[src/hdl/xpd_pkg.sv]
`timescale 1ns / 1ps

package xpd_pkg;

  // Table geometry. The table is split over a row of cells; entry e sits in
  // cell e mod NUM_CELLS at row e / NUM_CELLS of that cell's bank.
  localparam int MAX_COLOURS   = 256;
  localparam int MAX_KEY_CHARS = 4;
  localparam int NUM_CELLS     = 16;

  localparam int KEY_CHARS  = 4;
  localparam int KEY_W      = 8 * KEY_CHARS;
  localparam int COLOUR_W   = 24;
  localparam int TEXT_W     = 48;
  localparam int KLEN_W     = 3;
  localparam int ENTRY_W    = $clog2(MAX_COLOURS);
  localparam int COUNT_W    = $clog2(MAX_COLOURS + 1);
  localparam int CELL_W     = $clog2(NUM_CELLS);
  localparam int ROW_W      = ENTRY_W - CELL_W;
  localparam int BANK_DEPTH = 1 << ROW_W;

  localparam logic [KLEN_W-1:0] KEY_LENGTH_RESET = KLEN_W'(1);

  // Item selector codes.
  localparam logic [1:0] FUNC_DEFINE = 2'd0;
  localparam logic [1:0] FUNC_LOOKUP = 2'd1;
  localparam logic [1:0] FUNC_CLEAR  = 2'd2;

  // Result status codes.
  localparam logic [1:0] ST_OK     = 2'd0;
  localparam logic [1:0] ST_NONHEX = 2'd1;
  localparam logic [1:0] ST_MISS   = 2'd2;
  localparam logic [1:0] ST_FULL   = 2'd3;

  // ASCII codes used by the hex decoder.
  localparam logic [7:0] CH_DIGIT_0 = 8'h30;
  localparam logic [7:0] CH_DIGIT_9 = 8'h39;
  localparam logic [7:0] CH_LOWER_A = 8'h61;
  localparam logic [7:0] CH_LOWER_F = 8'h66;
  localparam logic [7:0] CH_UPPER_A = 8'h41;
  localparam logic [7:0] CH_UPPER_F = 8'h46;
  localparam logic [7:0] HEX_TEN    = 8'd10;

  typedef enum logic [1:0] {
    TK_NONE,
    TK_WRITE,
    TK_LOOKUP
  } tok_kind_t;

  // What travels from cell to cell. A write carries the new entry; a lookup
  // carries one row number and collects the first hit of that row.
  typedef struct packed {
    tok_kind_t             kind;
    logic                  tag;
    logic [ROW_W-1:0]      row;
    logic [CELL_W-1:0]     pos;
    logic [CELL_W-1:0]     lane;
    logic                  found;
    logic [KEY_W-1:0]      key;
    logic [COLOUR_W-1:0]   colour;
  } token_t;

  // Search context shared by all cells while a lookup runs.
  typedef struct packed {
    logic [KEY_W-1:0]   key;
    logic [KEY_W-1:0]   mask;
    logic [COUNT_W-1:0] count;
  } search_t;

  function automatic logic hex_ok(input logic [7:0] c);
    return ((c >= CH_DIGIT_0) && (c <= CH_DIGIT_9)) ||
           ((c >= CH_LOWER_A) && (c <= CH_LOWER_F)) ||
           ((c >= CH_UPPER_A) && (c <= CH_UPPER_F));
  endfunction

  function automatic logic [7:0] hex_val(input logic [7:0] c);
    logic [7:0] v;
    v = c;
    if ((c >= CH_DIGIT_0) && (c <= CH_DIGIT_9)) begin
      v = c - CH_DIGIT_0;
    end else if ((c >= CH_LOWER_A) && (c <= CH_LOWER_F)) begin
      v = c - CH_LOWER_A + HEX_TEN;
    end else if ((c >= CH_UPPER_A) && (c <= CH_UPPER_F)) begin
      v = c - CH_UPPER_A + HEX_TEN;
    end
    return v;
  endfunction

  // One colour byte from a pair of characters, wrapping at eight bits.
  function automatic logic [7:0] hex_byte(input logic [7:0] hi, input logic [7:0] lo);
    logic [7:0] vh;
    logic [7:0] vl;
    vh = hex_val(hi);
    vl = hex_val(lo);
    return {vh[3:0], 4'h0} + vl;
  endfunction

  function automatic logic [KEY_W-1:0] key_mask(input logic [KLEN_W-1:0] klen);
    logic [KEY_W-1:0] m;
    int               n;
    m = '0;
    n = int'(klen);
    if (n > MAX_KEY_CHARS) begin
      n = MAX_KEY_CHARS;
    end
    if (n > KEY_CHARS) begin
      n = KEY_CHARS;
    end
    for (int j = 0; j < KEY_CHARS; j++) begin
      if (j < n) begin
        m[8*j +: 8] = 8'hFF;
      end
    end
    return m;
  endfunction

endpackage

[src/hdl/xpd_ctrl.sv]
`timescale 1ns / 1ps

module xpd_ctrl import xpd_pkg::*; (
  input  logic               clk,
  input  logic               rst,
  input  logic               cfg_we,
  input  logic [KLEN_W-1:0]  cfg_data,
  input  logic               in_valid,
  output logic               in_stall,
  input  logic [1:0]         func,
  input  logic [KEY_W-1:0]   key_chars,
  input  logic [TEXT_W-1:0]  hex_text,
  output logic               out_valid,
  input  logic               out_stall,
  output logic [7:0]         red,
  output logic [7:0]         green,
  output logic [7:0]         blue,
  output logic [1:0]         status,
  output token_t             issue,
  output search_t            srch,
  input  token_t             tok_ret
);

  typedef enum logic [1:0] {
    S_IDLE = 2'b01,
    S_SCAN = 2'b10
  } state_t;

  state_t              state;
  state_t              state_next;
  logic [KLEN_W-1:0]   key_length;
  logic [COUNT_W-1:0]  count;
  logic [COUNT_W-1:0]  count_next;
  logic [COUNT_W-1:0]  count_m1;
  logic                tag;
  logic                tag_next;
  logic [KEY_W-1:0]    srch_key;
  logic [KEY_W-1:0]    srch_key_next;
  logic [ROW_W-1:0]    last_row;
  logic [ROW_W-1:0]    last_row_next;
  logic [ROW_W-1:0]    issue_row;
  logic [ROW_W-1:0]    issue_row_next;
  logic                issue_more;
  logic                issue_more_next;
  token_t              issue_next;
  logic                accept;
  logic [KEY_W-1:0]    mask;
  logic [KEY_W-1:0]    key_in;
  logic [COLOUR_W-1:0] colour_in;
  logic                nonhex;
  logic                out_load;
  logic [COLOUR_W-1:0] out_colour;
  logic [1:0]          out_status;

  assign in_stall = (state != S_IDLE) || (out_valid && out_stall);
  assign accept   = in_valid && !in_stall;
  assign mask     = key_mask(key_length);
  assign key_in   = key_chars & mask;
  assign count_m1 = count - COUNT_W'(1);

  assign srch.key   = srch_key;
  assign srch.mask  = mask;
  assign srch.count = count;

  // The first character pair becomes the red byte.
  always_comb begin
    colour_in = '0;
    nonhex    = 1'b0;
    for (int i = 0; i < 3; i++) begin
      colour_in[8*(2-i) +: 8] = hex_byte(hex_text[16*i +: 8], hex_text[16*i+8 +: 8]);
      if (!hex_ok(hex_text[16*i +: 8]) || !hex_ok(hex_text[16*i+8 +: 8])) begin
        nonhex = 1'b1;
      end
    end
  end

  always_comb begin
    state_next      = state;
    count_next      = count;
    tag_next        = tag;
    srch_key_next   = srch_key;
    last_row_next   = last_row;
    issue_row_next  = issue_row;
    issue_more_next = issue_more;
    issue_next      = issue;
    issue_next.kind = TK_NONE;
    out_load        = 1'b0;
    out_colour      = '0;
    out_status      = ST_OK;
    case (state)
      S_IDLE: begin
        if (accept) begin
          case (func)
            FUNC_DEFINE: begin
              out_load = 1'b1;
              if (count == COUNT_W'(MAX_COLOURS)) begin
                out_status = ST_FULL;
              end else begin
                out_colour        = colour_in;
                out_status        = nonhex ? ST_NONHEX : ST_OK;
                issue_next.kind   = TK_WRITE;
                issue_next.tag    = tag;
                issue_next.row    = count[ENTRY_W-1:CELL_W];
                issue_next.lane   = count[CELL_W-1:0];
                issue_next.pos    = '0;
                issue_next.found  = 1'b0;
                issue_next.key    = key_in;
                issue_next.colour = colour_in;
                count_next        = count + COUNT_W'(1);
              end
            end
            FUNC_LOOKUP: begin
              if (count == '0) begin
                out_load   = 1'b1;
                out_status = ST_MISS;
              end else begin
                state_next      = S_SCAN;
                tag_next        = !tag;
                srch_key_next   = key_in;
                last_row_next   = count_m1[ENTRY_W-1:CELL_W];
                issue_row_next  = '0;
                issue_more_next = 1'b1;
              end
            end
            FUNC_CLEAR: begin
              out_load   = 1'b1;
              count_next = '0;
            end
            default: begin
              out_load = 1'b1;
            end
          endcase
        end
      end
      S_SCAN: begin
        // Rows go into the chain one a cycle and come back in the same order,
        // so the first returning hit is the first match in load order.
        if (issue_more) begin
          issue_next.kind   = TK_LOOKUP;
          issue_next.tag    = tag;
          issue_next.row    = issue_row;
          issue_next.lane   = '0;
          issue_next.pos    = '0;
          issue_next.found  = 1'b0;
          issue_next.key    = '0;
          issue_next.colour = '0;
          issue_row_next    = issue_row + ROW_W'(1);
          issue_more_next   = (issue_row != last_row);
        end
        // Rows left over from an earlier lookup carry the other tag.
        if ((tok_ret.kind == TK_LOOKUP) && (tok_ret.tag == tag)) begin
          if (tok_ret.found) begin
            out_load        = 1'b1;
            out_colour      = tok_ret.colour;
            out_status      = ST_OK;
            state_next      = S_IDLE;
            issue_more_next = 1'b0;
          end else if (tok_ret.row == last_row) begin
            out_load        = 1'b1;
            out_status      = ST_MISS;
            state_next      = S_IDLE;
            issue_more_next = 1'b0;
          end
        end
      end
      default: begin
        state_next = S_IDLE;
      end
    endcase
  end

  always_ff @(posedge clk) begin
    if (rst) begin
      state      <= S_IDLE;
      key_length <= KEY_LENGTH_RESET;
      count      <= '0;
      tag        <= 1'b0;
      issue_more <= 1'b0;
      issue.kind <= TK_NONE;
      out_valid  <= 1'b0;
    end else begin
      state      <= state_next;
      count      <= count_next;
      tag        <= tag_next;
      issue_more <= issue_more_next;
      issue      <= issue_next;
      if (cfg_we) begin
        key_length <= cfg_data;
      end
      if (out_load) begin
        out_valid <= 1'b1;
      end else if (!out_stall) begin
        out_valid <= 1'b0;
      end
    end
  end

  always_ff @(posedge clk) begin
    srch_key  <= srch_key_next;
    last_row  <= last_row_next;
    issue_row <= issue_row_next;
    if (out_load) begin
      red    <= out_colour[23:16];
      green  <= out_colour[15:8];
      blue   <= out_colour[7:0];
      status <= out_status;
    end
  end

  a_count_bound: assert property (@(posedge clk) disable iff (rst)
    count <= COUNT_W'(MAX_COLOURS))
    else $error("entry count beyond table size");

  a_clear_empties: assert property (@(posedge clk) disable iff (rst)
    (accept && (func == FUNC_CLEAR)) |=> (count == '0))
    else $error("clear did not empty the table");

  a_define_appends: assert property (@(posedge clk) disable iff (rst)
    (accept && (func == FUNC_DEFINE) && (count != COUNT_W'(MAX_COLOURS)))
      |=> (count == $past(count) + COUNT_W'(1)))
    else $error("define did not append exactly one entry");

  a_empty_miss: assert property (@(posedge clk) disable iff (rst)
    (accept && (func == FUNC_LOOKUP) && (count == '0))
      |=> (out_valid && (status == ST_MISS)))
    else $error("lookup on empty table did not miss at once");

  a_no_write_in_scan: assert property (@(posedge clk) disable iff (rst)
    (state == S_SCAN) |-> (issue.kind != TK_WRITE))
    else $error("write entered the chain during a lookup");

endmodule

[config.mk]
export PLATFORM = sky130hd
export DESIGN_NAME = xpd_ctrl
export DESIGN_NICKNAME = d
export VERILOG_FILES = /design/src/hdl/xpd_pkg.sv /design/src/hdl/xpd_ctrl.sv
export SDC_FILE = /design/constraint.sdc
export NUM_CORES = 1
export LEC_CHECK = 0
export BUFFER_PORTS_ARGS = -buffer_cell sky130_fd_sc_hd__buf_2
export CELL_PAD_IN_SITES_DETAIL_PLACEMENT = 1
export CELL_PAD_IN_SITES_GLOBAL_PLACEMENT = 2
export CORE_MARGIN = 4
export CORE_UTILIZATION = 27
export DETAILED_ROUTE_END_ITERATION = 8
export HOLD_SLACK_MARGIN = 0.1
export PLACE_DENSITY = 0.85
export SLEW_MARGIN = 20
export SYNTH_ARGS = -nofsm -noshare
export SYNTH_HDL_FRONTEND = slang
export SYNTH_SLANG_ARGS = --single-unit
[constraint.sdc]
create_clock -name clk -period 6.89 [get_ports clk]
set_input_delay 1.0335 -clock clk [delete_from_list [all_inputs] [get_ports clk]]
set_output_delay 1.0335 -clock clk [all_outputs]
set_load 0.005 [all_outputs]
### Yosys cells after proc, flatten, opt, wreduce, memory -nomap -nowiden

Index checks and enable logic that the tools add are counted.
Widths: inputs -> output; s select.

* bits in registers: 155
* bits of input ports: 162
* output and inout bits: 173
* word-level logic and storage cells: 255

* add/sub/neg operators: 36
* magnitude comparators: 42
* equality and inequality tests: 20
* muxes and demuxes: 78
* bitwise operators: 3
* reductions and logical operators: 55

Operator list (count)
* $mux 71: 3
* $pmux 72 s2: 1
* $mux 24: 5
* $mux 8: 13
* $ge 8x7->1 const B: 12
* $le 8x7->1 const B: 12
* $mux 72: 1
* $lt 3x32->1 const A: 2
* $mux 4: 13
* $add 8x4->8 const B: 6
* $ge 8x6->1 const B: 6
* $le 8x6->1 const B: 6
* $pmux 24 s2: 1
* $sub 8x7->8 const B: 6
* $sub 4x1->4 const B: 9
* $and 32x32->32: 1
* $gt 32x4->1 const B: 1
* $lt 1x32->1 const A: 1
* $lt 2x32->1 const A: 1
* $mux 32: 1
* $add 4x4->4 const B: 6
* $add 8x8->8: 3
* $mux 2: 12
* $sub 8x6->8 const B: 3
* 30 further kinds: 109

### Logic depth before layout (Yosys ltp)

* depth after elaboration: 14
* gate-level depth with buffers: 15
* gate-level depth less buffers: 15

### Worst setup path after synthesis

No wires, ideal clock.

* path kind: input port to flip-flop
* start point: input out_stall
* end point: register issue[0] (netlist bit), enable pin
* library setup time: 0.585 ns
* data arrival time: 6.915 ns
* data required time: 6.305 ns
* setup slack: -0.610 ns
* stages on the path: 4
* buffers on the path: 0
* path through: a21bo_1 > or4b_4 > or2_2 > a211oi_1

* longest elaborated chain between the ends: 6

Ends and longest elaborated chain
* start, declared: RTL line xpd_ctrl.sv:14 `input logic out_stall,`
* $logic_and 1x1->1: RTL line xpd_ctrl.sv:55 `assign in_stall = (state != S_IDLE) || (out_valid && out_stall);`
* $logic_or 1x1->1: RTL line xpd_ctrl.sv:55
* $logic_not 1->1: RTL line xpd_ctrl.sv:56 `assign accept = in_valid && !in_stall;`
* $logic_and 1x1->1: RTL line xpd_ctrl.sv:56
* $ne 2x2->1 (no line)
* $reduce_and 6->1 (no line)
* end signal, assigned: RTL line xpd_ctrl.sv:186 `issue <= issue_next;`
* end, declared: RTL line xpd_ctrl.sv:19 `output token_t issue,`

No other way between the ends.
A chain may end at the register's enable or synchronous reset.

### Worst setup path in the final report

* start point: input hex_text[44]
* end point: register blue[7], data pin

* longest elaborated chain between the ends: 10
* elaborated cells on any way between the ends: 22
* those cells by class: add/sub (6); order compare (6); mux (7); reduce/logical (3)

Ends and longest elaborated chain
* start, declared: RTL line xpd_ctrl.sv:12 `input logic [TEXT_W-1:0] hex_text,`
* $sub 8x7->8, or another cell as far along: RTL line xpd_pkg.sv:84 `v = c - CH_UPPER_A + HEX_TEN;`
* $add 8x4->8 / $logic_and 1x1->1 (equally long branches): RTL line xpd_pkg.sv:84, xpd_pkg.sv:83
* $mux 8: RTL line xpd_pkg.sv:83 `end else if ((c >= CH_UPPER_A) && (c <= CH_UPPER_F)) begin`
* $mux 8: RTL line xpd_pkg.sv:81 `end else if ((c >= CH_LOWER_A) && (c <= CH_LOWER_F)) begin`
* $mux 8 *: RTL line xpd_pkg.sv:79 `if ((c >= CH_DIGIT_0) && (c <= CH_DIGIT_9)) begin`
* $add 8x8->8 *: RTL line xpd_pkg.sv:95 `return {vh[3:0], 4'h0} + vl;`
* $mux 24 *: RTL line xpd_ctrl.sv:96 `if (count == COUNT_W'(MAX_COLOURS)) begin`
* $mux 24 *: RTL line xpd_ctrl.sv:93 `case (func)`
* $mux 24 *: RTL line xpd_ctrl.sv:92 `if (accept) begin`
* $pmux 24 s2 *: RTL line xpd_ctrl.sv:90 `case (state)`
* net out_colour[7]: RTL line xpd_ctrl.sv:52 `logic [COLOUR_W-1:0] out_colour;`
* end signal, assigned: RTL line xpd_ctrl.sv:205 `blue <= out_colour[7:0];`
* end, declared: RTL line xpd_ctrl.sv:17 `output logic [7:0] blue,`

Mark *: on every way through the listed nets, which the timed path passes. The rest lies on a longest branch.

==> impl_metrics.csv <==
group,metric,value,unit
outcome,outcome,"finished clean",
timing,setup_viol,0,
drt,dr_total_vias,6471,
global_route,grt.overflow.total,0,
placement,gp_congestion,0.8105,
drt,routed_wl,26320,um
cells_and_area,drive_gt1_share,35.06,%
critical_path,crit_chain,"buf_2, inv_1, ha_1, mux2_2, nand2_1, o31ai_1, a21oi_1, a21oi_1, xor2_1, ha_1, a21oi_1, xnor2_1, xnor2_1, xnor2_1, o21ai_0",
floorplanning,die_h,183.6,um
clocking,clock-sinks,150,
power,switchingPower,590.4,uW
floorplanning,ioPinCount,335,
floorplanning,rows,64,
timing,timing.final.crit_share,61.13,%
placement,dp.cells,1365,
logic_synthesis,async_flop_share,0,%
drt,drt_iter0_drc,271,
logic_synthesis,syn_area,8324,sq um
clocking,cts_max_path_buffers,2,
clocking,cts_made_buffers,17,
logic_synthesis,netlist-cell-type-count,76,
global_route,grt_pass1_vias,6850,
logic_synthesis,synth-seq-cells,150,
critical_path,crit_path_end_kind,"register",
power,peakVddDrop,0.0001278,V
timing,fin_ws,2678,ps
critical_path,crit_slowest_cell,"o31ai_1",
critical_path,worstPathRequired,7060,ps
clocking,clk_latency,430,ps
drt,drc_errors,0,
clocking,ctsResizeCount,0,
logic_synthesis,ys.warnings.count,0,
clocking,cts_tree,"done",
logic_synthesis,synth-edff-count,131,
timing,hold_viol,0,
critical_path,cp.arrival,4380,ps
cells_and_area,final_nets,1203,
logic_synthesis,synthFlopType,"edfxtp_1",
critical_path,crit_buf_inv,2,
power,leakagePower,4.695,nW
power,clockPowerShare,41.8,%
global_route,grt_use_total,15.15,%
logic_synthesis,syn_inst,724,
power,seq_power_share,45.7,%
floorplanning,die_w,183.6,um
placement,pre_cts_slack,2230,ps
critical_path,crit_fanout,7,
timing,max_slew_margin,32.48,%
worst_hold_path,hold_path.class,"register to register",
cells_and_area,fin_cells,1397,
clocking,cts_hold_buf,0,
global_route,antenna_found_initial,2,
critical_path,crit_family,"compound AO/OA/AOI/OAI gates",
global_route,grt_pass1_wl,39270,um
drt,routedWlPerCell,18.84,um
drt,detail-route-antenna-nets,0,
cells_and_area,fillCellCount,3508,
timing,period_minus_slack,4212,ps
logic_synthesis,avgSynthCellArea,11.50,sq um
power,pwr_density_cell,211.3,nW/um^2
cells_and_area,area_delta_synth_final,27.40,%
power,report.power.total,2.241,mW
clocking,clkSlewWorstSetupHoldPaths,70,ps
timing,skew,10.96,ps
timing,slew_viol_final,0,
floorplanning,core_area,30510,sq um
floorplanning,die_area,33700,sq um
timing,fin_tns_setup,0,ps
placement,numPortBuffers,289,
power,p_sw_share,26.34,%
global_route,grt_max_degree,44,
critical_path,start_kind,"input port",
clocking,root_buffer,"clkbuf_16",
logic_synthesis,ys_seq_area_share,51.83,%
drt,drt_pass1_iterations,4,
power,internal_power,1.651,mW
critical_path,criticalPathCategory,"input port to register",
cells_and_area,utilization,34.76,%
timing,fmax,237.4,MHz
power,power_frac_comb,12.5,%
timing,rsz0062_at_grt,"false",
clocking,post_cts_buffers,0,
timing,tightestPinTransition,1010,ps
critical_path,slowest_delay,850,ps
flow_run,maxCapViolations,0,
placement,dpl.hpwl,20010,um
floorplanning,start_util,27.28,%
clocking,ctsHtreeMaxLevel,4,
cells_and_area,diodes,0,
drt,routed_via_density,4.632,
## cells in the mapped netlist (5+ instances only)
cell type / number / share of area [%]
nand3_1: 9 / 0.54
a21oi_1: 26 / 1.6
nand2b_1: 10 / 0.75
xnor2_1: 29 / 3.1
nor3_1: 6 / 0.36
and2_1: 78 / 5.9
or3_1: 7 / 0.53
or2_2: 5 / 0.38
mux2i_1: 7 / 0.84
dfxtp_1: 19 / 4.6
nor2_1: 52 / 2.3
xor2_1: 22 / 2.3
buf_4: 33 / 3.0
edfxtp_1: 131 / 47
a21o_1: 24 / 2.2
o21ai_0: 20 / 1.2
ha_1: 50 / 7.5
inv_1: 37 / 1.7
clkbuf_1: 18 / 0.81
nand2_1: 30 / 1.4
a211oi_1: 6 / 0.54
## power groups by stage
stage / Sequential (mW) / Combinational [mW] / Clock, mW
after floorplan: 1.05 / 0.160 / 0
after global placement: 1.04 / 0.277 / 0
after detailed placement: 1.04 / 0.284 / 0
after CTS: 1.02 / 0.286 / 0.974
after global routing: 1.03 / 0.315 / 1.01
final: 1.02 / 0.280 / 0.937
## layout make-up
class                      count  area [sq um]  area share [%]
timing repair buffer         294          1484           13.99
sequential                   150          4314           40.68
multi-input combinational    488          3591           33.86
clock buffer                  18         439.2           4.141
inverter                      37         138.9           1.310
clock inverter                14         142.6           1.345
tap                          396         495.5           4.672
## worst paths after layout
kind / from / end / slack (ps) / depth (start not counted)
setup / recovery: hex_text[44] / blue[7] / 2680 / 15
hold / removal: key_length[0] / key_length[0] / 510 / 2
setup reg to reg: state[1] / red[3] / 3670 / 8
hold reg to reg: key_length[0] / key_length[0] / 510 / 2
## cell usage in the layout (no fill, tap or decap), types with 5 or more instances in the layout
| cell type | synthesis | layout |
|---|---|---|
| inv_1 | 37 | 37 |
| conb_1 | 1 | 5 |
| xnor2_1 | 29 | 29 |
| buf_4 | 33 | 5 |
| nor2_1 | 52 | 51 |
| buf_2 | 2 | 289 |
| clkbuf_16 | 0 | 17 |
| and2_1 | 78 | 78 |
| or2_2 | 5 | 5 |
| a21oi_1 | 26 | 26 |
| ha_1 | 50 | 50 |
| a21o_1 | 24 | 24 |
| nand3_1 | 9 | 9 |
| o21ai_0 | 20 | 20 |
| mux2i_1 | 7 | 7 |
| nand2b_1 | 10 | 10 |
| edfxtp_1 | 131 | 131 |
| xor2_1 | 22 | 22 |
| dfxtp_1 | 19 | 19 |
| nand2_1 | 30 | 30 |
| a211oi_1 | 6 | 5 |
| or3_1 | 7 | 7 |
## worst min-delay path, stage by stage, from the launching register on
cell and delay (ps):
dfxtp_1 340, mux2i_1 80, nand2_1 60
## per-stage QoR
step           hold WS (ps)  instance area (sq um)
2_1_floorplan         456.8                   8344
3_3_place_gp          480.9                  10020
3_5_place_dp          500.3                  10020
4_1_cts               518.7                  10610
5_1_grt               552.8                  10610
6_report              505.0                  10610
## cell families after synthesis
family / Yosys count / share of synthesized area, %
AOI/OAI and AO/OA: 140 / 12.25
buffers and inverters: 90 / 5.576
other: 1 / 0.04505
muxes: 11 / 1.383
adders and majority gates: 53 / 8.237
DFF: 150 / 51.83
xor gates and xnor gates: 52 / 5.636
and+or+nand+nor: 227 / 15.05
## sequential cells by signal, indices dropped and copies added (netlist names)
signal      flops
out_valid       1
issue_more      1
state           2
key_length      3
srch_key       32
blue            8
issue          67
green           8
status          2
issue_row       4
last_row        4
count           9
red             8
tag             1
## routing by layer
layer / share of wire, % / GRT usage [%]
met5: 0.049 / 0
met4: 0.98 / 3.397
met3: 7.6 / 4.511
met2: 51 / 27.75
met1: 41 / 17.41
Note: power is estimated with default switching activity, not from simulation.
