===== src/hdl/xpd_pkg.sv =====
`timescale 1ns / 1ps

package xpd_pkg;

  // Table geometry. The table is split over a row of cells; entry e sits in
  // cell e mod NUM_CELLS at row e / NUM_CELLS of that cell's bank.
  localparam int MAX_COLOURS   = 256;
  localparam int MAX_KEY_CHARS = 4;
  localparam int NUM_CELLS     = 16;

  localparam int KEY_CHARS  = 4;
  localparam int KEY_W      = 8 * KEY_CHARS;
  localparam int COLOUR_W   = 24;
  localparam int TEXT_W     = 48;
  localparam int KLEN_W     = 3;
  localparam int ENTRY_W    = $clog2(MAX_COLOURS);
  localparam int COUNT_W    = $clog2(MAX_COLOURS + 1);
  localparam int CELL_W     = $clog2(NUM_CELLS);
  localparam int ROW_W      = ENTRY_W - CELL_W;
  localparam int BANK_DEPTH = 1 << ROW_W;

  localparam logic [KLEN_W-1:0] KEY_LENGTH_RESET = KLEN_W'(1);

  // Item selector codes.
  localparam logic [1:0] FUNC_DEFINE = 2'd0;
  localparam logic [1:0] FUNC_LOOKUP = 2'd1;
  localparam logic [1:0] FUNC_CLEAR  = 2'd2;

  // Result status codes.
  localparam logic [1:0] ST_OK     = 2'd0;
  localparam logic [1:0] ST_NONHEX = 2'd1;
  localparam logic [1:0] ST_MISS   = 2'd2;
  localparam logic [1:0] ST_FULL   = 2'd3;

  // ASCII codes used by the hex decoder.
  localparam logic [7:0] CH_DIGIT_0 = 8'h30;
  localparam logic [7:0] CH_DIGIT_9 = 8'h39;
  localparam logic [7:0] CH_LOWER_A = 8'h61;
  localparam logic [7:0] CH_LOWER_F = 8'h66;
  localparam logic [7:0] CH_UPPER_A = 8'h41;
  localparam logic [7:0] CH_UPPER_F = 8'h46;
  localparam logic [7:0] HEX_TEN    = 8'd10;

  typedef enum logic [1:0] {
    TK_NONE,
    TK_WRITE,
    TK_LOOKUP
  } tok_kind_t;

  // What travels from cell to cell. A write carries the new entry; a lookup
  // carries one row number and collects the first hit of that row.
  typedef struct packed {
    tok_kind_t             kind;
    logic                  tag;
    logic [ROW_W-1:0]      row;
    logic [CELL_W-1:0]     pos;
    logic [CELL_W-1:0]     lane;
    logic                  found;
    logic [KEY_W-1:0]      key;
    logic [COLOUR_W-1:0]   colour;
  } token_t;

  // Search context shared by all cells while a lookup runs.
  typedef struct packed {
    logic [KEY_W-1:0]   key;
    logic [KEY_W-1:0]   mask;
    logic [COUNT_W-1:0] count;
  } search_t;

  function automatic logic hex_ok(input logic [7:0] c);
    return ((c >= CH_DIGIT_0) && (c <= CH_DIGIT_9)) ||
           ((c >= CH_LOWER_A) && (c <= CH_LOWER_F)) ||
           ((c >= CH_UPPER_A) && (c <= CH_UPPER_F));
  endfunction

  function automatic logic [7:0] hex_val(input logic [7:0] c);
    logic [7:0] v;
    v = c;
    if ((c >= CH_DIGIT_0) && (c <= CH_DIGIT_9)) begin
      v = c - CH_DIGIT_0;
    end else if ((c >= CH_LOWER_A) && (c <= CH_LOWER_F)) begin
      v = c - CH_LOWER_A + HEX_TEN;
    end else if ((c >= CH_UPPER_A) && (c <= CH_UPPER_F)) begin
      v = c - CH_UPPER_A + HEX_TEN;
    end
    return v;
  endfunction

  // One colour byte from a pair of characters, wrapping at eight bits.
  function automatic logic [7:0] hex_byte(input logic [7:0] hi, input logic [7:0] lo);
    logic [7:0] vh;
    logic [7:0] vl;
    vh = hex_val(hi);
    vl = hex_val(lo);
    return {vh[3:0], 4'h0} + vl;
  endfunction

  function automatic logic [KEY_W-1:0] key_mask(input logic [KLEN_W-1:0] klen);
    logic [KEY_W-1:0] m;
    int               n;
    m = '0;
    n = int'(klen);
    if (n > MAX_KEY_CHARS) begin
      n = MAX_KEY_CHARS;
    end
    if (n > KEY_CHARS) begin
      n = KEY_CHARS;
    end
    for (int j = 0; j < KEY_CHARS; j++) begin
      if (j < n) begin
        m[8*j +: 8] = 8'hFF;
      end
    end
    return m;
  endfunction

endpackage


===== src/hdl/xpd_cell.sv =====
`timescale 1ns / 1ps

module xpd_cell import xpd_pkg::*; (
  input  logic    clk,
  input  logic    rst,
  input  token_t  tok_in,
  input  search_t srch,
  output token_t  tok_out
);

  logic [KEY_W-1:0]    bank_key    [BANK_DEPTH];
  logic [COLOUR_W-1:0] bank_colour [BANK_DEPTH];
  logic [KEY_W-1:0]    rd_key;
  logic [COLOUR_W-1:0] rd_colour;
  token_t              tok_mid;
  token_t              tok_next;
  logic                live;
  logic                hit;

  // A write lands in the cell whose position matches its lane.
  always_ff @(posedge clk) begin
    if ((tok_in.kind == TK_WRITE) && (tok_in.pos == tok_in.lane)) begin
      bank_key[tok_in.row]    <= tok_in.key;
      bank_colour[tok_in.row] <= tok_in.colour;
    end
    rd_key    <= bank_key[tok_in.row];
    rd_colour <= bank_colour[tok_in.row];
  end

  always_ff @(posedge clk) begin
    if (rst) begin
      tok_mid.kind <= TK_NONE;
    end else begin
      tok_mid <= tok_in;
    end
  end

  assign live = COUNT_W'({tok_mid.row, tok_mid.pos}) < srch.count;
  assign hit  = (tok_mid.kind == TK_LOOKUP) && !tok_mid.found && live &&
                ((rd_key & srch.mask) == srch.key);

  always_comb begin
    tok_next     = tok_mid;
    tok_next.pos = tok_mid.pos + CELL_W'(1);
    if (hit) begin
      tok_next.found  = 1'b1;
      tok_next.colour = rd_colour;
    end
  end

  always_ff @(posedge clk) begin
    if (rst) begin
      tok_out.kind <= TK_NONE;
    end else begin
      tok_out <= tok_next;
    end
  end

endmodule


===== config.mk =====
export PLATFORM = sky130hd
export DESIGN_NAME = xpd_cell
export DESIGN_NICKNAME = d
export VERILOG_FILES = /design/src/hdl/xpd_pkg.sv /design/src/hdl/xpd_cell.sv
export SDC_FILE = /design/constraint.sdc
export NUM_CORES = 1
export LEC_CHECK = 0
export BUFFER_PORTS_ARGS = -buffer_cell sky130_fd_sc_hd__buf_2
export CORE_MARGIN = 4
export CORE_UTILIZATION = 45
export DETAILED_ROUTE_END_ITERATION = 12
export GPL_TIMING_DRIVEN = 0
export SLEW_MARGIN = 20
export SYNTH_ARGS = -nofsm -noshare
export SYNTH_HDL_FRONTEND = slang
export SYNTH_SLANG_ARGS = --single-unit

===== constraint.sdc =====
create_clock -name clk -period 7.3 [get_ports clk]
set_clock_uncertainty 0.1 [all_clocks]
set_input_delay 1.095 -clock clk [delete_from_list [all_inputs] [get_ports clk]]
set_output_delay 1.095 -clock clk [all_outputs]
set_load 0.005 [all_outputs]

# After elaboration in Yosys (flattened, before gate mapping)
# Memory sizes are Yosys's and may differ from the RTL's. A register that Yosys moved wholly into a read port is not among the register bits.
# Index checks and enable logic that the tools add are counted.
# Widths: inputs -> output; s select.
[classes]
add_sub_neg = 1
order_cmp = 1
n_eq_ne = 4
n_mux = 3
bitwise_logic = 1
reduce_logical = 5
[ops]
columns = ["cell", "n"]
rows = [
  ["$and 32x32->32", 1],
  ["$eq 32x32->1", 1],
  ["$mux 24", 1],
  ["$lt 8x9->1", 1],
  ["$add 4x1->4 const B", 1],
  ["$eq 4x4->1", 1],
  ["$logic_and 1x1->1", 4],
  ["$eq 2x1->1 const B", 1],
  ["$eq 2x2->1 const B", 1],
  ["$mux 1", 2],
  ["$logic_not 1->1", 1],
]
[word_totals]
ff_bits = 144
ramBits = 896
out_inout_bits = 72
n_memories = 2
[mem_list]
columns = ["name", "words", "width", "rd", "rd_clocked_by_memory_dff", "write_ports", "line", "text"]
rows = [
  ["bank_key", 16, 32, 1, 1, 1, "xpd_cell.sv:11", "logic [KEY_W-1:0] bank_key [BANK_DEPTH];"],
  ["bank_colour", 16, 24, 1, 1, 1, "xpd_cell.sv:12", "logic [COLOUR_W-1:0] bank_colour [BANK_DEPTH];"],
]

# Logic depth before layout (Yosys ltp)
# Gate-level depths: netlist of the first run.
[depth]
ltp_word = 5
ltp_mapped = 9
mapped_depth_nobuf = 8

# Least setup slack after synthesis of the first run
# No wires, ideal clock.
[synth_path]
path_type = "input -> register"
from = "input tok_in[65] in the netlist's numbering"
to = "memory bank_colour[0][0] (enable)"
setup_ps = 539
arrival_time_ps = 5801
t_required_ps = 6661
slack_ps = 861
stages = 5
n_path_buf = 3
path_cell_list = "buf_2 buf_6 buf_2 or3_1 nor3_1"
[synth_lines]
columns = ["item", "line", "text"]
rows = [
  ["start: declaration", "xpd_cell.sv:6", "input token_t tok_in,"],
  ["end: declaration", "xpd_cell.sv:12", ""],
]
# Straight into the memory's write port.

==> flow_results.xml, run 1 <==
<?xml version="1.0" encoding="UTF-8"?>
<metrics>
  <group name="worst_hold_path">
    <metric name="hold_path_startpoint" unit="">tok_mid[47]</metric>
    <metric name="hold_path.class" unit="">flop to flop</metric>
    <metric name="min_delay_path_depth" unit="">0</metric>
    <metric name="timing.hold.worst_endpoint" unit="">tok_out[47]</metric>
  </group>
  <group name="layout">
    <metric name="layout_common_cells" unit="">1036 x sky130_fd_sc_hd__edfxtp_1, 280 x sky130_fd_sc_hd__mux4_2, 236 x sky130_fd_sc_hd__buf_2, 113 x sky130_fd_sc_hd__clkbuf_16, 60 x sky130_fd_sc_hd__dfxtp_1</metric>
    <metric name="design.final.nets" unit="">2174</metric>
    <metric name="layout.cells.non_filler" unit="">3282</metric>
    <metric name="synthToLayoutAreaGrowth" unit="%">19.0</metric>
    <metric name="post_route_cells_drive_above_1_share" unit="%">38.2</metric>
    <metric name="fillCellCount" unit="">6597</metric>
    <metric name="final_common_cell" unit="">sky130_fd_sc_hd__edfxtp_1</metric>
    <metric name="layout.core_utilization" unit="%">54.0</metric>
  </group>
  <group name="die">
    <metric name="fp.dieH" unit="microns">307</metric>
    <metric name="io_pins" unit="">219</metric>
    <metric name="design.core.area" unit="sq mm">0.0885</metric>
    <metric name="die_width" unit="microns">307</metric>
    <metric name="initial_core_util" unit="%">45.4</metric>
    <metric name="placement_rows" unit="">109</metric>
    <metric name="design.die.area" unit="sq mm">0.0942</metric>
  </group>
  <group name="placed_design">
    <metric name="instance_count_after_placement_with_tap_cells_included" unit="">3070</metric>
    <metric name="detailed_placer_s_ending_hpwl" unit="microns">60700</metric>
    <metric name="place.port_buffers" unit="">218</metric>
    <metric name="place_congestion" unit="">0.733</metric>
  </group>
  <group name="power_and_ir_drop">
    <metric name="lkg_pwr" unit="nW">15.7</metric>
    <metric name="total_power" unit="W">0.0131</metric>
    <metric name="max-vdd-ir-drop" unit="V">0.000186</metric>
    <metric name="p_per_area" unit="mW/mm^2">274</metric>
  </group>
  <group name="grt">
    <metric name="grtUsageTotal" unit="%">19.9</metric>
    <metric name="grt_first_pass_wirelength" unit="microns">135000</metric>
    <metric name="antenna_found_initial" unit="">7</metric>
    <metric name="grt_pass1_vias" unit="">19300</metric>
    <metric name="grt_remaining_overflow" unit="">0</metric>
    <metric name="largest_net_degree_at_the_start_of_global_routing" unit="">81</metric>
  </group>
  <group name="critical_path">
    <metric name="worst_case_reg_to_reg_path_depth" unit="">7</metric>
    <metric name="crit_arrival" unit="ns">4.51</metric>
    <metric name="worst-r2r-setup-slack" unit="ns">3.30</metric>
    <metric name="cp.required" unit="ns">7.60</metric>
    <metric name="timing.critical_path.from" unit="">srch[9]</metric>
    <metric name="setup.worst_path.end_class" unit="">flop</metric>
    <metric name="setup.worst_path.class" unit="">input port to flop</metric>
    <metric name="r2r_endpoint" unit="">tok_out[22]</metric>
    <metric name="regToRegStartpoint" unit="">rd_key[0]</metric>
    <metric name="timing.critical_path.fanout_max" unit="">10</metric>
    <metric name="worst_setup_path_start_kind" unit="">input port</metric>
  </group>
  <group name="sta">
    <metric name="rsz0062_at_grt" unit="">no</metric>
    <metric name="setup_tns" unit="ns">0</metric>
    <metric name="final_count_of_negative_setup_slack_endpoints" unit="">0</metric>
    <metric name="maxClockFrequency" unit="MHz">238</metric>
    <metric name="timing.final.crit_share" unit="%">57.6</metric>
    <metric name="fin_crit" unit="ns">4.21</metric>
    <metric name="worst_slew_margin_rel" unit="%">31.5</metric>
    <metric name="tightest_slew" unit="ns">1.03</metric>
    <metric name="slew_violations" unit="">0</metric>
    <metric name="final_hold_viol_count" unit="">0</metric>
  </group>
  <group name="status">
    <metric name="outcome" unit="">finished clean</metric>
  </group>
  <group name="job">
    <metric name="max_cap_violations" unit="">0</metric>
  </group>
  <group name="yosys">
    <metric name="synthCells" unit="">1609</metric>
    <metric name="synth.ff_latch_count" unit="">1096</metric>
    <metric name="synth-warning-count" unit="">0</metric>
    <metric name="synth_seq_area_share" unit="%">80.4</metric>
    <metric name="ys.flop_type" unit="">sky130_fd_sc_hd__edfxtp_1</metric>
    <metric name="syn-num-nets" unit="">1764</metric>
    <metric name="synth_area" unit="sq mm">0.0402</metric>
    <metric name="async_flop_share" unit="%">0</metric>
    <metric name="yosys.cell_types.count" unit="">30</metric>
    <metric name="synth_enable_flop_cells" unit="">1036</metric>
    <metric name="syn_area_per_cell" unit="sq um">25.0</metric>
  </group>
  <group name="route">
    <metric name="post-route-drc-count" unit="">0</metric>
    <metric name="vias" unit="">18400</metric>
    <metric name="drt-vias-per-instance" unit="">5.59</metric>
    <metric name="dr.first_iter.drc_count" unit="">1806</metric>
    <metric name="wl" unit="microns">92700</metric>
    <metric name="wl_per_cell" unit="microns">28.2</metric>
    <metric name="drt_first_pass_iters" unit="">5</metric>
    <metric name="ant_nets" unit="">0</metric>
  </group>
  <group name="clock_network">
    <metric name="cts.sinks" unit="">1096</metric>
    <metric name="worstSkewPairLatency" unit="ns">0.69</metric>
    <metric name="clkSlewWorstSetupHoldPaths" unit="ns">0.06</metric>
    <metric name="cts.root.buffer_cell" unit="">sky130_fd_sc_hd__clkbuf_16</metric>
    <metric name="cts_inserted_buffers" unit="">112</metric>
    <metric name="cts_hold_repair.buffers" unit="">0</metric>
    <metric name="cts_buffer_depth" unit="">3</metric>
    <metric name="ctsHtreeMaxLevel" unit="">3</metric>
    <metric name="post_cts_resize_count" unit="">0</metric>
    <metric name="tritoncts" unit="">yes</metric>
    <metric name="post-cts-setup-buffer-count" unit="">0</metric>
  </group>
</metrics>
## layout make-up
type | count | area (sq um) | area share [%]
sequential | 1096 | 32300 | 67.5
multi-input combinational | 436 | 7620 | 15.9
clock buffer | 147 | 3020 | 6.30
timing repair buffer | 296 | 2470 | 5.17
tap | 1165 | 1460 | 3.05
clock inverter | 64 | 556 | 1.16
buffer | 67 | 354 | 0.740
inverter | 10 | 45.0 | 0.0942
antenna | 1 | 2.50 | 0.00523
## worst max-delay path by stage
stage / cells past startpoint / endpoint / slack [ns]
final: 8 / tok_out[22] / 3.09
after CTS: 8 / tok_out[22] / 2.97
after floorplan: 5 / bank_colour[0][0] / 0.86
after global routing: 8 / tok_out[17] / 2.96
after global placement: 5 / bank_colour[3][21] / -5.29
after detailed placement: 8 / tok_out[22] / 2.32
## worst max-delay path, stage by stage
cell and delay, ns:
sky130_fd_sc_hd__buf_2 0.09, sky130_fd_sc_hd__nand2_1 0.06, sky130_fd_sc_hd__xor2_1 0.68, sky130_fd_sc_hd__nand4_1 0.35
sky130_fd_sc_hd__nor4_2 0.80, sky130_fd_sc_hd__o2111ai_2 0.68, sky130_fd_sc_hd__buf_6 0.39, sky130_fd_sc_hd__mux2_4 0.34
## sequential cells by signal, summed over array words and instances (netlist names)
name	flops
rd_key	32
bank_key	512
tok_out	72
bank_colour	384
rd_colour	24
tok_mid	72
## synthesized netlist by cell type (3+ instances only)
library cell               number  area, sq um
sky130_fd_sc_hd__a21o_1         3         22.5
sky130_fd_sc_hd__buf_1          9         33.8
sky130_fd_sc_hd__buf_2         14         70.1
sky130_fd_sc_hd__buf_4          9         67.6
sky130_fd_sc_hd__buf_6          6         67.6
sky130_fd_sc_hd__clkbuf_1      29          109
sky130_fd_sc_hd__dfxtp_1       60         1200
sky130_fd_sc_hd__edfxtp_1    1036        31100
sky130_fd_sc_hd__ha_1           8          100
sky130_fd_sc_hd__inv_1         10         37.5
sky130_fd_sc_hd__mux2_2         5         56.3
sky130_fd_sc_hd__mux2_4        19          285
sky130_fd_sc_hd__mux4_2       280         6310
sky130_fd_sc_hd__nand2_1       34          128
sky130_fd_sc_hd__nand2b_1       3         18.8
sky130_fd_sc_hd__nand3_1        3         15.0
sky130_fd_sc_hd__nand4_1        8         50.1
sky130_fd_sc_hd__nor2_1        14         52.6
sky130_fd_sc_hd__nor2b_1        4         25.0
sky130_fd_sc_hd__nor3_1         7         35.0
sky130_fd_sc_hd__xor2_1        36          315
## layer usage
layer  vias to the layer above  track usage, %  part of all wire, %
met5                         -               0                0.027
met2                       652            31.9                   48
met1                      9898            27.8                   42
li1                       7679               -                    -
met3                       125            4.69                  7.6
met4                         4            5.29                  2.2
## power by group
part	internal (W)	leakage [nW]	total [W]	switching (W)
combinational	0.000250	4.10	0.000570	0.000320
clock	0.00319	1.72	0.00553	0.00234
sequential	0.00698	9.93	0.00702	0.0000387
## kinds of logic after synthesis
family / share of synthesized area [%]
compound gates: 0.159
xor+xnor: 0.828
fa+ha+maj: 0.249
buf+inv: 0.958
flops: 80.4
mux: 16.5
simple gates: 0.915
## through the flow
| step | hold slack, ns | setup slack [ns] | area (sq um) |
|---|---|---|---|
| CTS | 0.318 | 2.97 | 47800 |
| floorplan | 0.300 | 0.861 | 40200 |
| detailed placement | 0.305 | 2.32 | 44300 |
| global placement | 0.302 | -5.29 | 42800 |
| global route | 0.321 | 2.96 | 47800 |
| finish | 0.319 | 3.09 | 47800 |
No activity file was read; power rests on OpenSTA's default activity.
==> run 2, diff against run 1 <==
--- a/config.mk
+++ b/config.mk
@@ -5,6 +5,7 @@
 export SDC_FILE = /design/constraint.sdc
 export NUM_CORES = 1
 export LEC_CHECK = 0
+export ABC_AREA = 1
 export BUFFER_PORTS_ARGS = -buffer_cell sky130_fd_sc_hd__buf_2
 export CORE_MARGIN = 4
 export CORE_UTILIZATION = 45
==> constraint.sdc (replaced) <==
create_clock -name clk -period 4.2 [get_ports clk]
set_clock_uncertainty 0.1 [all_clocks]
set_input_delay 0.63 -clock clk [delete_from_list [all_inputs] [get_ports clk]]
set_output_delay 0.63 -clock clk [all_outputs]
set_load 0.005 [all_outputs]
==> flow_results.xml, run 2 <==
<?xml version="1.0" encoding="UTF-8"?>
<metrics>
  <group name="clock_network">
    <metric name="cts.sinks" unit="">1096</metric>
    <metric name="cts_inserted_buffers" unit="">110</metric>
    <metric name="tritoncts" unit="">yes</metric>
    <metric name="ctsHtreeMaxLevel" unit="">3</metric>
    <metric name="cts_buffer_depth" unit="">3</metric>
    <metric name="post_cts_resize_count" unit="">0</metric>
    <metric name="clkSlewWorstSetupHoldPaths" unit="ns">0.06</metric>
    <metric name="post-cts-setup-buffer-count" unit="">0</metric>
    <metric name="worstSkewPairLatency" unit="ns">0.67</metric>
    <metric name="cts_hold_repair.buffers" unit="">0</metric>
    <metric name="cts.root.buffer_cell" unit="">sky130_fd_sc_hd__clkbuf_16</metric>
  </group>
  <group name="yosys">
    <metric name="synth.largest_area_cell" unit="">sky130_fd_sc_hd__edfxtp_1</metric>
    <metric name="synthCells" unit="">2467</metric>
    <metric name="synth_top_cells_by_area" unit="">sky130_fd_sc_hd__edfxtp_1 78%, sky130_fd_sc_hd__a22oi_1 8.5%, sky130_fd_sc_hd__nand2_1 3.4%</metric>
    <metric name="syn_area_per_cell" unit="sq um">16.1</metric>
    <metric name="yosys.cell_types.count" unit="">26</metric>
    <metric name="synth_seq_area_share" unit="%">81.3</metric>
    <metric name="synth_enable_flop_cells" unit="">1036</metric>
    <metric name="syn-num-nets" unit="">2622</metric>
    <metric name="ys_top_cells_by_count" unit="">1036 x sky130_fd_sc_hd__edfxtp_1, 448 x sky130_fd_sc_hd__a22oi_1, 357 x sky130_fd_sc_hd__nand2_1</metric>
    <metric name="synthMostInstantiatedCell" unit="">sky130_fd_sc_hd__edfxtp_1</metric>
    <metric name="synth.ff_latch_count" unit="">1096</metric>
    <metric name="ys.flop_type" unit="">sky130_fd_sc_hd__edfxtp_1</metric>
    <metric name="synth_area" unit="sq mm">0.0398</metric>
    <metric name="share_of_yosys_cell_area_claimed_by_the_top_area_cell_type" unit="%">78.2</metric>
    <metric name="async_flop_share" unit="%">0</metric>
    <metric name="synth-warning-count" unit="">0</metric>
  </group>
  <group name="grt">
    <metric name="antenna_found_initial" unit="">5</metric>
    <metric name="grt_first_pass_wirelength" unit="microns">157000</metric>
    <metric name="grt_pass1_vias" unit="">23600</metric>
    <metric name="largest_net_degree_at_the_start_of_global_routing" unit="">72</metric>
    <metric name="grtUsageTotal" unit="%">22.6</metric>
    <metric name="grt_remaining_overflow" unit="">0</metric>
  </group>
  <group name="status">
    <metric name="outcome" unit="">finished clean</metric>
  </group>
  <group name="power_and_ir_drop">
    <metric name="p_per_area" unit="mW/mm^2">484</metric>
    <metric name="total_power" unit="W">0.0230</metric>
    <metric name="lkg_pwr" unit="nW">16.4</metric>
    <metric name="max-vdd-ir-drop" unit="V">0.000369</metric>
  </group>
  <group name="sta">
    <metric name="slew_violations" unit="">0</metric>
    <metric name="timing.final.crit_share" unit="%">81.5</metric>
    <metric name="setup_ws" unit="ns">0.779</metric>
    <metric name="fin_crit" unit="ns">3.42</metric>
    <metric name="worst_slew_margin_rel" unit="%">24.8</metric>
    <metric name="final_hold_viol_count" unit="">0</metric>
    <metric name="final_count_of_negative_setup_slack_endpoints" unit="">0</metric>
    <metric name="rsz0062_at_grt" unit="">no</metric>
    <metric name="final.hold.worst_slack" unit="ns">0.0483</metric>
    <metric name="maxClockFrequency" unit="MHz">292</metric>
    <metric name="tightest_slew" unit="ns">1.13</metric>
  </group>
  <group name="critical_path">
    <metric name="crit_arrival" unit="ns">3.68</metric>
    <metric name="setup.worst_path.end_class" unit="">flop</metric>
    <metric name="worst_case_reg_to_reg_path_depth" unit="">10</metric>
    <metric name="cp.required" unit="ns">4.46</metric>
    <metric name="setup.worst_path.class" unit="">input port to flop</metric>
    <metric name="worst_setup_path_start_kind" unit="">input port</metric>
    <metric name="timing.critical_path.fanout_max" unit="">14</metric>
  </group>
  <group name="die">
    <metric name="design.die.area" unit="sq mm">0.0932</metric>
    <metric name="initial_core_util" unit="%">45.6</metric>
    <metric name="die_width" unit="microns">305</metric>
    <metric name="design.core.area" unit="sq mm">0.0872</metric>
    <metric name="fp.dieH" unit="microns">305</metric>
    <metric name="placement_rows" unit="">108</metric>
    <metric name="io_pins" unit="">219</metric>
  </group>
  <group name="route">
    <metric name="wl" unit="microns">108000</metric>
    <metric name="vias" unit="">23800</metric>
    <metric name="post-route-drc-count" unit="">0</metric>
    <metric name="drt-vias-per-instance" unit="">5.79</metric>
    <metric name="dr.first_iter.drc_count" unit="">2814</metric>
    <metric name="drt_first_pass_iters" unit="">6</metric>
    <metric name="ant_nets" unit="">0</metric>
    <metric name="wl_per_cell" unit="microns">26.3</metric>
  </group>
  <group name="worst_hold_path">
    <metric name="hold_path.class" unit="">input port to flop</metric>
    <metric name="min_delay_path_depth" unit="">1</metric>
  </group>
  <group name="job">
    <metric name="max_cap_violations" unit="">0</metric>
  </group>
  <group name="placed_design">
    <metric name="area_after_detailed_placement" unit="sq mm">0.0440</metric>
    <metric name="dpl_worst_slack" unit="ns">0.180</metric>
    <metric name="instance_count_after_placement_with_tap_cells_included" unit="">3899</metric>
    <metric name="detailed_placer_s_ending_hpwl" unit="microns">71500</metric>
    <metric name="place.port_buffers" unit="">218</metric>
    <metric name="place_congestion" unit="">0.777</metric>
  </group>
  <group name="layout">
    <metric name="layout_common_cells" unit="">1036 x sky130_fd_sc_hd__edfxtp_1, 448 x sky130_fd_sc_hd__a22oi_1, 357 x sky130_fd_sc_hd__nand2_1, 290 x sky130_fd_sc_hd__buf_2, 169 x sky130_fd_sc_hd__a21oi_1</metric>
    <metric name="synthToLayoutAreaGrowth" unit="%">19.6</metric>
    <metric name="antenna_cells_inserted" unit="">0</metric>
    <metric name="design.final.nets" unit="">3011</metric>
    <metric name="post_route_cells_drive_above_1_share" unit="%">18.1</metric>
    <metric name="final_common_cell" unit="">sky130_fd_sc_hd__edfxtp_1</metric>
    <metric name="regMostFlops" unit="">bank_key</metric>
    <metric name="layout.cells.non_filler" unit="">4107</metric>
    <metric name="layout_top_registers" unit="">bank_key x512, bank_colour x384</metric>
    <metric name="largest_register_ffs" unit="">512</metric>
    <metric name="finish.instance_area" unit="sq mm">0.0476</metric>
  </group>
</metrics>
## run 2: cell count changes after synthesis, sizes merged, moves of 20 or more
cell / change
nor2: +42
a22oi: +448
mux4: -280
nand3: +66
buf: +38
inv: +52
mux2: -24
clkbuf: +20
xor2: -32
nor3: +51
nand2: +323
a21oi: +167
## run 2: layout make-up
type | count | area, sq um
plain buffers | 125 | 567
clock buffers | 145 | 3020
clock inverters | 63 | 598
fillers | 6830 | 39600
inverters | 65 | 251
multi-input cells | 1181 | 6770
flip-flops and latches | 1096 | 32300
well taps | 1155 | 1450
repair buffers | 277 | 2610
## run 2: metrics by stage
| stage | setup TNS (ns) | utilization, % |
|---|---|---|
| 4_1_cts | 0 | 54.6 |
| 3_3_place_gp | -3756.32 | 48.5 |
| 2_1_floorplan | -121.48 | - |
| 3_5_place_dp | 0 | 50.4 |
| 6_report | 0 | 54.6 |
| 5_1_grt | 0 | 54.6 |
## run 2: worst paths after layout
| kind | startpoint | endpoint | slack, ns |
|---|---|---|---|
| worst max register to register | rd_key[30] | tok_out[4] | 0.96 |
| worst max-delay path | tok_in[65] | bank_colour[8][8] | 0.78 |
| worst min-delay path | tok_in[56] | tok_mid[56] | 0.05 |
| worst min register to register | tok_mid[58] | tok_out[58] | 0.31 |
## run 2: layer usage
| metal | up-vias | part of all wire [%] | global-route usage, % |
|---|---|---|---|
| met2 | 1103 | 48 | 36.9 |
| met4 | 2 | 2.9 | 7.27 |
| li1 | 10400 | - | - |
| met3 | 188 | 8.5 | 4.26 |
| met1 | 12100 | 41 | 31.2 |
| met5 | - | 0.015 | 0 |
## run 2: kinds of logic (layout without fill, tap and decap cells)
| group | Yosys count | count (layout) | synth area share, % |
|---|---|---|---|
| AO/OA/AOI/OAI | 618 | 618 | 10.6 |
| AND/OR/NAND/NOR | 548 | 548 | 5.69 |
| flip-flops | 1096 | 1096 | 81.3 |
| XOR/XNOR | 7 | 7 | 0.154 |
| adder cells (fa/ha/maj) | 8 | 8 | 0.252 |
| buffers and inverters | 190 | 675 | 2.04 |
## run 2: critical path, cell delays in order
cell and delay, ns:
sky130_fd_sc_hd__buf_2 0.17, sky130_fd_sc_hd__nor2_2 0.59, sky130_fd_sc_hd__buf_2 0.47, sky130_fd_sc_hd__buf_2 0.38, sky130_fd_sc_hd__nand2_1 0.32, sky130_fd_sc_hd__nor2_4 0.50, sky130_fd_sc_hd__buf_16 0.22, sky130_fd_sc_hd__buf_16 0.18
sky130_fd_sc_hd__buf_16 0.17
## run 2: report_power, final
| part | switching (W) | leakage, nW | internal, W |
|---|---|---|---|
| clock network | 0.00401 | 1.76 | 0.00572 |
| logic | 0.000789 | 4.69 | 0.000316 |
| registers | 0.0000652 | 9.92 | 0.0121 |
| total | 0.00487 | 16.4 | 0.0182 |
